`config.mk`:
```
export PLATFORM = sky130hd
export DESIGN_NAME = card_access_table_flat
export DESIGN_NICKNAME = d
export VERILOG_FILES = /design/src/cat_pkg.sv /design/src/cat_if.sv /design/src/cat_ctrl.sv /design/src/cat_dp.sv /design/src/card_access_table.sv /design/src/flat_wrapper.sv
export SDC_FILE = /design/constraint.sdc
export NUM_CORES = 1
export LEC_CHECK = 0
export BUFFER_PORTS_ARGS = -buffer_cell sky130_fd_sc_hd__buf_4
export CORE_MARGIN = 1
export CORE_UTILIZATION = 25
export DETAILED_ROUTE_END_ITERATION = 10
export PLACE_DENSITY_LB_ADDON = 0.25
export SLEW_MARGIN = 25
export SYNTH_ARGS = -nofsm -noshare
export SYNTH_HDL_FRONTEND = slang
export SYNTH_HIERARCHICAL = 1
export SYNTH_SLANG_ARGS = --single-unit
```
`constraint.sdc`:
```
create_clock -name clk -period 8.6 [get_ports clk]
set_input_delay 1.29 -clock clk [delete_from_list [all_inputs] [get_ports clk]]
set_output_delay 1.29 -clock clk [all_outputs]
set_load 0.02 [all_outputs]
```
`src/cat_pkg.sv`:
```
// Package with the shared types, constants and functions of the card access table.
`timescale 1ns / 1ps
package cat_pkg;

  // Default table size and flush delay.
  localparam int unsigned SlotCountDef = 16;
  localparam logic [15:0] TimeoutDef   = 16'd5000;

  // Operation codes of an input transfer.
  typedef enum logic [2:0] {
    OP_ADD    = 3'd0,
    OP_REMOVE = 3'd1,
    OP_CHECK  = 3'd2,
    OP_GET    = 3'd3,
    OP_TICK   = 3'd4
  } op_t;

  // Status codes of a result transfer.
  typedef enum logic [1:0] {
    ST_OK      = 2'd0,
    ST_EXISTS  = 2'd1,
    ST_FULL    = 2'd2,
    ST_MISSING = 2'd3
  } status_t;

  // Controller states.
  typedef enum logic [1:0] {
    S_IDLE,
    S_SCAN,
    S_DRAIN,
    S_COMMIT
  } ctrl_state_t;

  // Commands from the controller to the datapath.
  typedef struct packed {
    logic capture;
    logic scan_step;
    logic commit;
  } dp_cmd_t;

  // Status from the datapath to the controller.
  typedef struct packed {
    logic needs_scan;
    logic scan_last;
  } dp_sts_t;

  // Identifiers that the first three slots hold after reset.
  function automatic logic [31:0] init_id(input int unsigned idx);
    logic [31:0] val;
    case (idx)
      0:       val = 32'h1234_5678;
      1:       val = 32'h8765_4321;
      2:       val = 32'hABCD_EF00;
      default: val = 32'h0000_0000;
    endcase
    return val;
  endfunction

endpackage

```
`src/cat_if.sv`:
```
// Valid/ready interfaces of the request and result channels.
`timescale 1ns / 1ps
interface cat_req_if;
  logic        valid;
  logic        ready;
  logic [2:0]  operation;
  logic [31:0] card_id;
  logic [31:0] now_time;

  modport source (output valid, output operation, output card_id, output now_time,
                  input ready);
  modport sink (input valid, input operation, input card_id, input now_time,
                output ready);
endinterface

interface cat_rsp_if;
  logic        valid;
  logic        ready;
  logic [1:0]  status;
  logic [31:0] stamp;
  logic [4:0]  live_count;
  logic        flush_request;

  modport source (output valid, output status, output stamp, output live_count,
                  output flush_request, input ready);
  modport sink (input valid, input status, input stamp, input live_count,
                input flush_request, output ready);
endinterface

```
`src/cat_ctrl.sv`:
```
// Controller state machine that sequences capture, slot scan and commit.
`timescale 1ns / 1ps
module cat_ctrl (
  input  logic             clk,
  input  logic             rst_n,
  input  logic             in_valid,
  output logic             in_ready,
  output logic             out_valid,
  input  logic             out_ready,
  input  cat_pkg::dp_sts_t sts,
  output cat_pkg::dp_cmd_t cmd
);
  import cat_pkg::*;

  ctrl_state_t state_r, state_nxt;
  logic        out_valid_r, out_valid_nxt;

  // State and result-valid registers.
  always_ff @(posedge clk) begin
    if (!rst_n) begin
      state_r     <= S_IDLE;
      out_valid_r <= 1'b0;
    end else begin
      state_r     <= state_nxt;
      out_valid_r <= out_valid_nxt;
    end
  end

  // Next state and commands.
  always_comb begin
    state_nxt     = state_r;
    cmd           = '0;
    in_ready      = 1'b0;
    out_valid_nxt = out_valid_r && !out_ready;
    case (state_r)
      S_IDLE: begin
        in_ready = 1'b1;
        if (in_valid) begin
          cmd.capture = 1'b1;
          state_nxt   = S_SCAN;
        end
      end
      S_SCAN: begin
        if (!sts.needs_scan) begin
          state_nxt = S_COMMIT;
        end else begin
          cmd.scan_step = 1'b1;
          if (sts.scan_last) begin
            state_nxt = S_DRAIN;
          end
        end
      end
      S_DRAIN: begin
        // The last slot read is examined at the end of this cycle.
        state_nxt = S_COMMIT;
      end
      S_COMMIT: begin
        if (!out_valid_r || out_ready) begin
          cmd.commit    = 1'b1;
          out_valid_nxt = 1'b1;
          state_nxt     = S_IDLE;
        end
      end
      default: state_nxt = S_IDLE;
    endcase
  end

  assign out_valid = out_valid_r;

`ifndef SYNTHESIS
  // A new result is loaded only when the output register is free or being emptied.
  a_commit_free: assert property (@(posedge clk) disable iff (!rst_n)
    cmd.commit |-> (!out_valid_r || out_ready))
    else $error("result loaded over a waiting result");
`endif

endmodule

```
`src/cat_dp.sv`:
```
// Datapath: slot storage, scan evaluation, flush countdown and result register.
`timescale 1ns / 1ps
module cat_dp #(
  parameter int unsigned SLOT_COUNT = cat_pkg::SlotCountDef
) (
  input  logic             clk,
  input  logic             rst_n,
  input  cat_pkg::dp_cmd_t cmd,
  output cat_pkg::dp_sts_t sts,
  input  logic [2:0]       in_operation,
  input  logic [31:0]      in_card_id,
  input  logic [31:0]      in_now_time,
  input  logic             cfg_wr_en,
  input  logic [15:0]      cfg_wr_data,
  output logic [1:0]       out_status,
  output logic [31:0]      out_stamp,
  output logic [4:0]       out_live_count,
  output logic             out_flush_request
);
  import cat_pkg::*;

  localparam int unsigned SW = $clog2(SLOT_COUNT);
  localparam int unsigned CW = $clog2(SLOT_COUNT + 1);
  localparam logic [SW-1:0] LastIdx = SW'(SLOT_COUNT - 1);

  // Slot memories.
  logic [31:0] mem_id   [SLOT_COUNT];
  logic [31:0] mem_time [SLOT_COUNT];

  // Captured request and configuration.
  logic [2:0]  op_r;
  logic [31:0] id_r, now_r;
  logic [15:0] timeout_r;

  // Per-slot flags and table state.
  logic [SLOT_COUNT-1:0] active_r, active_nxt;
  logic [SLOT_COUNT-1:0] written_r, written_nxt;
  logic [CW-1:0]         count_r, count_nxt;
  logic                  pending_r, pending_nxt;
  logic [15:0]           cd_r, cd_nxt;

  // Scan pipeline.
  logic [SW-1:0] scan_addr_r;
  logic          rd_vld_r;
  logic [SW-1:0] rd_idx_r;
  logic [31:0]   rd_id_r, rd_time_r;
  logic          rd_written_r, rd_act_r;

  // Scan findings.
  logic          free_hit_r, act_hit_r, first_hit_r, first_act_r;
  logic [SW-1:0] free_idx_r, act_idx_r;
  logic [31:0]   first_time_r;

  // Result register.
  logic [1:0]  status_r;
  logic [31:0] stamp_r;
  logic [4:0]  acnt_r;
  logic        flush_r;

  // Commit decision signals.
  op_t         op;
  logic [31:0] slot_id, slot_time;
  logic        present, changed, flush_nxt;
  logic        wr_en;
  logic [SW-1:0] wr_idx;
  status_t     status_nxt;
  logic [31:0] stamp_nxt;
  logic [15:0] load_val;
  logic [CW-1:0] id_nz;

  assign op = op_t'(op_r);
  assign sts.needs_scan = (op == OP_ADD) || (op == OP_REMOVE) || (op == OP_CHECK) ||
                          (op == OP_GET);
  assign sts.scan_last = (scan_addr_r == LastIdx);

  // A slot never written reads as its reset contents.
  assign slot_id   = rd_written_r ? rd_id_r : init_id(32'(rd_idx_r));
  assign slot_time = rd_written_r ? rd_time_r : 32'd0;

  // Memory read during the scan and write at commit.
  always_ff @(posedge clk) begin
    if (cmd.scan_step) begin
      rd_id_r   <= mem_id[scan_addr_r];
      rd_time_r <= mem_time[scan_addr_r];
    end
    if (wr_en) begin
      mem_id[wr_idx]   <= id_r;
      mem_time[wr_idx] <= now_r;
    end
  end

  // Capture of the request.
  always_ff @(posedge clk) begin
    if (cmd.capture) begin
      op_r  <= in_operation;
      id_r  <= in_card_id;
      now_r <= in_now_time;
    end
  end

  // Scan address, read pipeline and findings.
  always_ff @(posedge clk) begin
    if (!rst_n) begin
      scan_addr_r <= '0;
      rd_vld_r    <= 1'b0;
      free_hit_r  <= 1'b0;
      act_hit_r   <= 1'b0;
      first_hit_r <= 1'b0;
    end else begin
      rd_vld_r <= cmd.scan_step;
      if (cmd.capture) begin
        scan_addr_r <= '0;
        free_hit_r  <= 1'b0;
        act_hit_r   <= 1'b0;
        first_hit_r <= 1'b0;
      end else begin
        if (cmd.scan_step) begin
          scan_addr_r <= scan_addr_r + 1'b1;
        end
        if (rd_vld_r) begin
          if (!free_hit_r && (slot_id == 32'd0 || !rd_act_r)) begin
            free_hit_r <= 1'b1;
          end
          if (!act_hit_r && slot_id == id_r && rd_act_r) begin
            act_hit_r <= 1'b1;
          end
          if (!first_hit_r && slot_id == id_r) begin
            first_hit_r <= 1'b1;
          end
        end
      end
    end
  end

  // Payload of the read pipeline and findings.
  always_ff @(posedge clk) begin
    if (cmd.scan_step) begin
      rd_idx_r     <= scan_addr_r;
      rd_written_r <= written_r[scan_addr_r];
      rd_act_r     <= active_r[scan_addr_r];
    end
    if (rd_vld_r) begin
      if (!free_hit_r && (slot_id == 32'd0 || !rd_act_r)) begin
        free_idx_r <= rd_idx_r;
      end
      if (!act_hit_r && slot_id == id_r && rd_act_r) begin
        act_idx_r <= rd_idx_r;
      end
      if (!first_hit_r && slot_id == id_r) begin
        first_act_r  <= rd_act_r;
        first_time_r <= slot_time;
      end
    end
  end

  // Outcome of the operation and next table state.
  always_comb begin
    present     = first_hit_r && (id_r != 32'd0);
    load_val    = (timeout_r == 16'd0) ? TimeoutDef : timeout_r;
    id_nz       = CW'(id_r != 32'd0);
    status_nxt  = ST_OK;
    stamp_nxt   = 32'd0;
    changed     = 1'b0;
    flush_nxt   = 1'b0;
    wr_en       = 1'b0;
    wr_idx      = act_idx_r;
    active_nxt  = active_r;
    written_nxt = written_r;
    count_nxt   = count_r;
    pending_nxt = pending_r;
    cd_nxt      = cd_r;
    case (op)
      OP_ADD: begin
        wr_idx = free_idx_r;
        if (present) begin
          status_nxt = ST_EXISTS;
        end else if (!free_hit_r) begin
          status_nxt = ST_FULL;
        end else begin
          wr_en                  = 1'b1;
          changed                = 1'b1;
          active_nxt[free_idx_r] = 1'b1;
          count_nxt              = count_r + id_nz;
        end
      end
      OP_REMOVE: begin
        if (act_hit_r) begin
          changed               = 1'b1;
          active_nxt[act_idx_r] = 1'b0;
          count_nxt             = count_r - id_nz;
        end else begin
          status_nxt = ST_MISSING;
        end
      end
      OP_CHECK: begin
        if (act_hit_r) begin
          wr_en = 1'b1;
        end else begin
          status_nxt = ST_MISSING;
        end
      end
      OP_GET: begin
        if (first_hit_r && first_act_r) begin
          stamp_nxt = first_time_r;
        end else begin
          status_nxt = ST_MISSING;
        end
      end
      OP_TICK: begin
        if (cd_r != 16'd0) begin
          cd_nxt = cd_r - 16'd1;
          if (cd_r == 16'd1 && pending_r) begin
            pending_nxt = 1'b0;
            flush_nxt   = 1'b1;
          end
        end
      end
      default: ;
    endcase
    if (changed) begin
      pending_nxt = 1'b1;
      cd_nxt      = load_val;
    end
    if (wr_en) begin
      written_nxt[wr_idx] = 1'b1;
    end
    wr_en = wr_en && cmd.commit;
  end

  // Table control state and configuration register.
  always_ff @(posedge clk) begin
    if (!rst_n) begin
      active_r  <= SLOT_COUNT'(3'b111);
      written_r <= '0;
      count_r   <= CW'(3);
      pending_r <= 1'b0;
      cd_r      <= 16'd0;
      timeout_r <= TimeoutDef;
    end else begin
      if (cfg_wr_en) begin
        timeout_r <= cfg_wr_data;
      end
      if (cmd.commit) begin
        active_r  <= active_nxt;
        written_r <= written_nxt;
        count_r   <= count_nxt;
        pending_r <= pending_nxt;
        cd_r      <= cd_nxt;
      end
    end
  end

  // Result register, with the active count saturated to the field width.
  always_ff @(posedge clk) begin
    if (cmd.commit) begin
      status_r <= status_nxt;
      stamp_r  <= stamp_nxt;
      acnt_r   <= (32'(count_nxt) > 32'd31) ? 5'd31 : 5'(count_nxt);
      flush_r  <= flush_nxt;
    end
  end

  assign out_status        = status_r;
  assign out_stamp         = stamp_r;
  assign out_live_count    = acnt_r;
  assign out_flush_request = flush_r;

`ifndef SYNTHESIS
  // Counted slots are always a subset of the active slots.
  a_count_bound: assert property (@(posedge clk) disable iff (!rst_n)
    32'(count_r) <= 32'($countones(active_r)))
    else $error("active count exceeds active marks");

  // A pending write always has a running countdown.
  a_pending_cd: assert property (@(posedge clk) disable iff (!rst_n)
    pending_r |-> (cd_r != 16'd0))
    else $error("pending write without running countdown");
`endif

endmodule

```
`src/card_access_table.sv`:
```
// Top level of the card access table.
//
// Requests arrive on in_req (operation, card_id, now_time) with valid/ready;
// a transfer takes place when both are high at a rising clock edge. Each
// request gives exactly one result transfer on out_rsp (status, stamp,
// live_count, flush_request), in order. cfg_wr_en with cfg_wr_data writes
// the flush delay in ticks; write it only while the block is idle.
// Add, remove, check and get read the slots one per cycle through a single
// memory read port; a tick or an unused code skips the scan. A new request
// is taken in the cycle after its predecessor's result is loaded, so
// requests are worked on one at a time. The result register holds a
// finished result while out_rsp is stalled; the next request is still
// taken and worked on, and its result waits until the register is
// emptied.
// Synchronous reset (rst_n low) restores the three default cards as active,
// clears the dirty mark and countdown and sets the delay to 5000 ticks. It
// takes effect at once: no clearing pass runs.
`timescale 1ns / 1ps
module card_access_table #(
  parameter int unsigned SLOT_COUNT = cat_pkg::SlotCountDef
) (
  input  logic        clk,
  input  logic        rst_n,
  cat_req_if.sink     in_req,
  cat_rsp_if.source   out_rsp,
  input  logic        cfg_wr_en,
  input  logic [15:0] cfg_wr_data
);
  import cat_pkg::*;

  dp_cmd_t cmd;
  dp_sts_t sts;

  // Sequencing of each request.
  cat_ctrl u_ctrl (
    .clk       (clk),
    .rst_n     (rst_n),
    .in_valid  (in_req.valid),
    .in_ready  (in_req.ready),
    .out_valid (out_rsp.valid),
    .out_ready (out_rsp.ready),
    .sts       (sts),
    .cmd       (cmd)
  );

  // Table storage and result computation.
  cat_dp #(
    .SLOT_COUNT (SLOT_COUNT)
  ) u_dp (
    .clk               (clk),
    .rst_n             (rst_n),
    .cmd               (cmd),
    .sts               (sts),
    .in_operation      (in_req.operation),
    .in_card_id        (in_req.card_id),
    .in_now_time       (in_req.now_time),
    .cfg_wr_en         (cfg_wr_en),
    .cfg_wr_data       (cfg_wr_data),
    .out_status        (out_rsp.status),
    .out_stamp         (out_rsp.stamp),
    .out_live_count    (out_rsp.live_count),
    .out_flush_request (out_rsp.flush_request)
  );

endmodule
```
`src/flat_wrapper.sv`:
```
// flat-port wrapper written by rule: the top's interface ports become plain ports
module card_access_table_flat import cat_pkg::*;
#(
  parameter int unsigned SLOT_COUNT = cat_pkg::SlotCountDef
)
  (clk, rst_n, cfg_wr_en, cfg_wr_data, in_req_valid, in_req_operation, in_req_card_id, in_req_now_time, in_req_ready, out_rsp_valid, out_rsp_status, out_rsp_stamp, out_rsp_live_count, out_rsp_flush_request, out_rsp_ready);
  cat_req_if in_req_i ();
  cat_rsp_if out_rsp_i ();
  input  logic clk;
  input  logic rst_n;
  input  logic cfg_wr_en;
  input  logic [15:0] cfg_wr_data;
  input wire logic [$bits(in_req_i.valid)-1:0] in_req_valid;
  input wire logic [$bits(in_req_i.operation)-1:0] in_req_operation;
  input wire logic [$bits(in_req_i.card_id)-1:0] in_req_card_id;
  input wire logic [$bits(in_req_i.now_time)-1:0] in_req_now_time;
  output wire logic [$bits(in_req_i.ready)-1:0] in_req_ready;
  output wire logic [$bits(out_rsp_i.valid)-1:0] out_rsp_valid;
  output wire logic [$bits(out_rsp_i.status)-1:0] out_rsp_status;
  output wire logic [$bits(out_rsp_i.stamp)-1:0] out_rsp_stamp;
  output wire logic [$bits(out_rsp_i.live_count)-1:0] out_rsp_live_count;
  output wire logic [$bits(out_rsp_i.flush_request)-1:0] out_rsp_flush_request;
  input wire logic [$bits(out_rsp_i.ready)-1:0] out_rsp_ready;
  assign in_req_i.valid = in_req_valid;
  assign in_req_i.operation = in_req_operation;
  assign in_req_i.card_id = in_req_card_id;
  assign in_req_i.now_time = in_req_now_time;
  assign in_req_ready = in_req_i.ready;
  assign out_rsp_valid = out_rsp_i.valid;
  assign out_rsp_status = out_rsp_i.status;
  assign out_rsp_stamp = out_rsp_i.stamp;
  assign out_rsp_live_count = out_rsp_i.live_count;
  assign out_rsp_flush_request = out_rsp_i.flush_request;
  assign out_rsp_i.ready = out_rsp_ready;
  card_access_table #(.SLOT_COUNT(SLOT_COUNT)) u_core (.clk(clk), .rst_n(rst_n), .in_req(in_req_i), .out_rsp(out_rsp_i), .cfg_wr_en(cfg_wr_en), .cfg_wr_data(cfg_wr_data));
endmodule
```
# [Word-level counts from Yosys, hierarchy flattened]
# Memories as Yosys holds them, arrays and structs flattened. A register that Yosys moved wholly into a read port is not among the register bits.
# Index checks and enable logic that the tools add are counted.
[word_totals] regBits=235 mem_bits_rw=1024 inputBits=88 out_inout_bits=42 word_cells=165 mem_count=2
[memory_table] name="u_core.u_dp.mem_id" depth=16 width=32 read_ports=1 rd_clocked_by_memory_dff=1 wr=1 line_no="cat_dp.sv:27" text="logic [31:0] mem_id [SLOT_COUNT];"
[memory_table] name="u_core.u_dp.mem_time" depth=16 width=32 read_ports=1 rd_clocked_by_memory_dff=1 wr=1 line_no="cat_dp.sv:28" text="logic [31:0] mem_time [SLOT_COUNT];"
[classes] n_addsub=4 order_cmp=7 eq_ne=18 mux=56 bitwise_logic=5 reduce_logical=46
[ops] operator="two-way mux 16 bit" n=7
[ops] operator="one-hot mux 32 bit (3 select lines)" n=1
[ops] operator="== test 32 bit" n=1
[ops] operator="logical NOT 32 bit" n=1
[ops] operator="two-way mux 32 bit" n=1
[ops] operator="OR 16 bit" n=2
[ops] operator="one-hot mux 16 bit (2 select lines)" n=1
[ops] operator="nonzero test 32 bit" n=1
[ops] operator="two-way mux 1 bit" n=24
[ops] operator="< comparator 4 x 5 -> 1 bit, second input constant" n=4
[ops] operator="bitwise AND 16 bit" n=1
[ops] operator="== test 16 x 1 -> 1 bit, second input constant" n=1
[ops] operator="logical NOT 16 bit" n=1
[ops] operator="two-way mux 2 bit" n=8
[ops] operator="inverter 16 bit" n=1
[ops] operator="nonzero test 16 bit" n=1
[ops] operator="subtractor 16 x 1 -> 16 bit, second input constant" n=1
[ops] operator="two-way mux 5 bit" n=3
[ops] operator="demux 1 bit (select 4 bit)" n=3
[ops] operator="greater-or-equal comparator 4 x 1 -> 1 bit, second input constant" n=3
[ops] operator="logical AND 1 bit" n=12
[ops] operator="AND reduction 2 bit" n=6
[ops] operator="inequality test 2 bit, second input constant" n=5
[ops] operator="one-hot mux 5 bit (2 select lines)" n=1
[ops] operator="28 further kinds" n=46

# [Logic depth before layout (Yosys ltp)]
[depth] ltp_word=8 ltp_mapped=10

# [Cells and area by module]
# The synthesis kept the hierarchy.
[modules_own_cells] module="cat_dp" instances=1 cells_each=2327 area_per_inst_um2=50474.7
[modules_own_cells] module="cat_ctrl" instances=1 cells_each=24 area_per_inst_um2=220.2

# [Worst setup path before layout]
# OpenSTA, ideal clock, no wires.
[synth_path] path_kind="input-to-reg" start="input port out_rsp_ready" end="memory u_core.u_dp.mem_id[11][0], enable pin" t_arrival_ns=8.473 required_time_ns=8.032 setup_slack_ns=-0.441 stages=5 path_buffers=1 path_cell_list="and2b_1 nor2b_1 o21ai_2 buf_4 nor3_1"
[synth_rtl] item="start: declaration" line_no="flat_wrapper.sv:23" text="input wire logic [$bits(out_rsp_i.ready)-1:0] out_rsp_ready;"
[synth_rtl] item="end: declaration" line_no="cat_dp.sv:27"

# [Worst setup path in the final report]
[layout_path] start="register u_core.u_dp.id_r[1]" end="memory u_core.u_dp.mem_id[0][5], enable pin"
[layout_between] elab_chain_cells=7
[layout_rtl] item="start: declaration" line_no="cat_dp.sv:32" text="logic [31:0] id_r, now_r;"
[layout_rtl] item="start signal: assignment" line_no="cat_dp.sv:96" text="id_r <= in_card_id;"
[layout_rtl] item="nonzero test 32 bit" line_no="cat_dp.sv:158" text="present = first_hit_r && (id_r != 32'd0);"
[layout_rtl] item="logical AND 1 bit" line_no="cat_dp.sv:158"
[layout_rtl] item="two-way mux 1 bit" line_no="cat_dp.sv:175" text="if (present) begin"
[layout_rtl] item="one-hot mux 1 bit (2 select lines)" line_no="cat_dp.sv:172" text="case (op)"
[layout_rtl] item="logical AND 1 bit" line_no="cat_dp.sv:227" text="wr_en = wr_en && cmd.commit;"
[layout_rtl] item="two-way mux 1 bit" line_no="cat_dp.sv:86" text="if (wr_en) begin"
[layout_rtl] item="two-way mux 1 bit (implied by the code)" line_no="cat_dp.sv:87" text="mem_id[wr_idx] <= id_r;"
# Every way passes these cells.

==> metrics.md <==
| Metric | Value |
|---|---|
| PwrDens | 252 nW/um^2 |
| Syn nets | 2449 |
| EDFF count, synth | 1242 |
| Prevailing post-synth register cell | edfxtp_1 |
| Worst hold slack | 0.461 ns |
| Syn. warnings | 6 |
| IO Count | 130 |
| RSZ-0062 raised after global routing | false |
| DR vias/cell | 4.43 |
| Hold_buf cts | 0 |
| TritonRoute pass-1 iters | 4 |
| CORE AREA | 201000 um^2 |
| Crit-path max FO | 48 |
| CP arrival | 4.87 ns |
| Clk pin slew, worst setup/hold paths | 0.06 ns |
| Worst Hold End | u_core/u_dp/written_r[10] |
| Leakage | 18.1 nW |
| Fraction of registers with async set/reset | 0% |
| Status | complete, no violations |
| Worst Hold Class | reg2reg |
| Vias in the first global route | 25400 |
| Post-route ant nets | 0 |
| FILL cells | 19500 |
| Layout cells sized above 1 | 29.7% |
| Max-cap violation count | 0 |
| CP Data Required Time | 8.97 ns |
| Worst Setup End Kind | flop |
| Cell Chain, Critical Path | nor4_1, nand4_1, o21a_4, nor2_2, o21ai_4, nor3_2, buf_4, buf_4 |
| DR WL/cell | 24.1 um |
| FF-to-FF Start | u_core/u_dp/id_r[1] |
| Syn_area_per_cell | 21.6 um^2 |
| Clock buffer depth | 3 |
| Worst path slowest cell | buf_4 |
| R2r setup slk | 4.10 ns |
| Die area | 205000 um^2 |
| Crit Path Class | reg2reg |
| Clock Latency Late Sink | 0.77 ns |
| Met1 Track Usage GR | 16.2% |
| CTS root buf | clkbuf_16 |
| Max VDD drop | 0.170 mV |
| Main area contributors after synthesis | edfxtp_1 74%, mux4_2 15%, dfxtp_1 3.2% |
| Min cycle time layout | 4.50 ns |
| Critical Path Start Type | flop |
| Mapped Area | 50700 um^2 |
| Worst r2r dst | u_core/u_dp/mem_id[0][5] |
| H-tree levels | 4 |
| First-pass GRT wire length | 186000 um |
| Sequential area share after synthesis | 76.8% |
| Setup violations, final | 0 |
| Vias | 23700 |
| WL final | 129000 um |
| Crit-path leading delay family | simple AND/OR/NAND/NOR gates |
| Cts repair resizes | 0 |
| Post-Syn Instances | 2351 |
| Die Y-Extent | 452 um |
| Buffers on Ports | 129 |
| Row cnt | 164 |
| Post-synthesis cell type count | 75 |
| M2 GR Usage | 21.9% |
| Initial antenna violation count | 2 |
| Met3 GRT Util | 1.96% |
| Placed instance area | 55100 um^2 |
| Final period util | 52.3% |
| Post-CTS setup buffer count | 0 |
| Nets | 2670 |
| Hold path cells | 1 |
| Final Max Tran Viols | 0 |
| Inserted Clock Buffers | 144 |
| CP dominant cell by count | buf_4 |
| Gr usage total | 12.6% |
| Initial Util | 25.3% |
| DRC violations left | 0 |
| CP max stage delay | 0.80 ns |
| Fmax | 222 MHz |
| Actual slew at the worst max-slew pin | 1.05 ns |
| Reg2Reg Depth | 8 |
| Initial DRC count | 1754 |
| FF+latch count, synth | 1323 |
| Layout Skew | 0.0204 ns |
| Final Hold Vio Count | 0 |
| Grt ovf | 0 |
| Final HPWL DP | 73500 um |
| Post-route cell area | 59700 um^2 |
| Yosys top cell area share | 73.6% |
| Gr busiest metal | met2 |
| Die width | 452 um |
| Area growth from synthesis to layout | 17.8% |
| Slew HR | 30.3% |
| Post-route core utilization | 29.8% |
| CTS tree | done |
| Critical path buffer and inverter count | 2 |
| HP Start | u_core/u_dp/written_r[10] |
| Leading area contributor after synthesis | edfxtp_1 |
| Pin count of the biggest net entering global routing | 96 |
| Placer Congestion | 0.762 |
| Count of clock tree sinks | 1323 |
## power breakdown
part / internal (mW) / switching [mW] / leakage [nW]
clock: 3.47 / 2.55 / 2.23
sequential: 7.51 / 0.367 / 11.9
combinational: 0.484 / 0.640 / 3.95
total: 11.5 / 3.56 / 18.1
## per-stage QoR
stage | power [mW] | worst slack, ns | setup TNS (ns) | instances
global placement | 9.17 | 3.92 | 0 | 5081
detailed placement | 9.20 | 4.06 | 0 | 5082
floorplan | 8.60 | -0.441 | -382.81 | 2351
global route | 15.6 | 3.85 | 0 | 5347
CTS | 15.3 | 4.02 | 0 | 5346
finish | 15.0 | 4.10 | 0 | 5349
## synth_stat cells, drive strengths merged, types with 21 or more instances
cell type  instances
nor4              27
dfxtp             81
a21oi             33
nand2             45
inv               21
o21ai             28
buf               41
edfxtp          1242
nor2              69
clkbuf            76
mux4             330
nor3              41
o21a              24
and2              71
mux2i             23
## worst register-to-register path, stage by stage, from the launching register on
cell      delay, ns
edfxtp_1       0.63
nor4_1         0.67
nand4_1        0.39
o21a_4         0.37
nor2_2         0.21
o21ai_4        0.22
nor3_2         0.37
buf_4          0.35
buf_4          0.81
## area by class of cell
type	count	area (um^2)	share of cell area (%)
well taps	2656	3320	5.57
flip-flops and latches	1323	38900	65.2
diodes	3	7.51	0.0126
repair buffers	192	1510	2.52
clock buffers	180	3850	6.46
multi-input cells	890	11300	18.9
inverters	21	78.8	0.132
clock inverters	84	726	1.22
## state kept, by name, indices dropped and copies added (netlist names), 32 cells and up
name	count
u_core/u_dp/out_stamp	32
u_core/u_dp/rd_id_r	32
u_core/u_dp/id_r	32
u_core/u_dp/now_r	32
u_core/u_dp/rd_time_r	32
u_core/u_dp/mem_id	512
u_core/u_dp/first_time_r	32
u_core/u_dp/mem_time	512
## worst max path at each step
stage,start,endpoint,slack [ns],depth (start not counted)
after global placement,u_core/u_dp/id_r[1],u_core/u_dp/mem_id[14][5],3.92,8
after global routing,u_core/u_dp/id_r[1],u_core/u_dp/mem_id[0][14],3.85,8
after floorplan,out_rsp_ready,u_core/u_dp/mem_id[11][0],-0.44,5
after CTS,u_core/u_dp/id_r[1],u_core/u_dp/mem_id[14][5],4.02,8
final,u_core/u_dp/id_r[1],u_core/u_dp/mem_id[0][5],4.10,8
after detailed placement,u_core/u_dp/id_r[1],u_core/u_dp/mem_id[0][14],4.06,8
## cell families after synthesis
family                     after synthesis  share of synthesized area, %
DFF                                   1323                          76.8
muxes                                  355                          15.2
and+or+nand+nor                        334                          3.69
AOI/OAI and AO/OA                      160                          2.36
buffers and inverters                  138                          1.24
xor gates and xnor gates                31                         0.536
adders and majority gates               10                         0.247
## metal layers
layer / vias to the layer above / share of wire (%)
met5: - / 0
met4: 0 / 2.2
met3: 166 / 3.3
met2: 438 / 51
met1: 12800 / 43
li1: 10300 / -
## placed cells by master, fill, tap and decap left out, types with 30 or more instances in the layout
master / count
buf_4: 186
dfxtp_1: 77
nand2_1: 45
a21oi_1: 32
mux4_2: 330
edfxtp_1: 1242
clkbuf_1: 30
clkbuf_16: 149
and2_1: 69
nor2_1: 66
No activity file was read; power rests on OpenSTA's default activity.
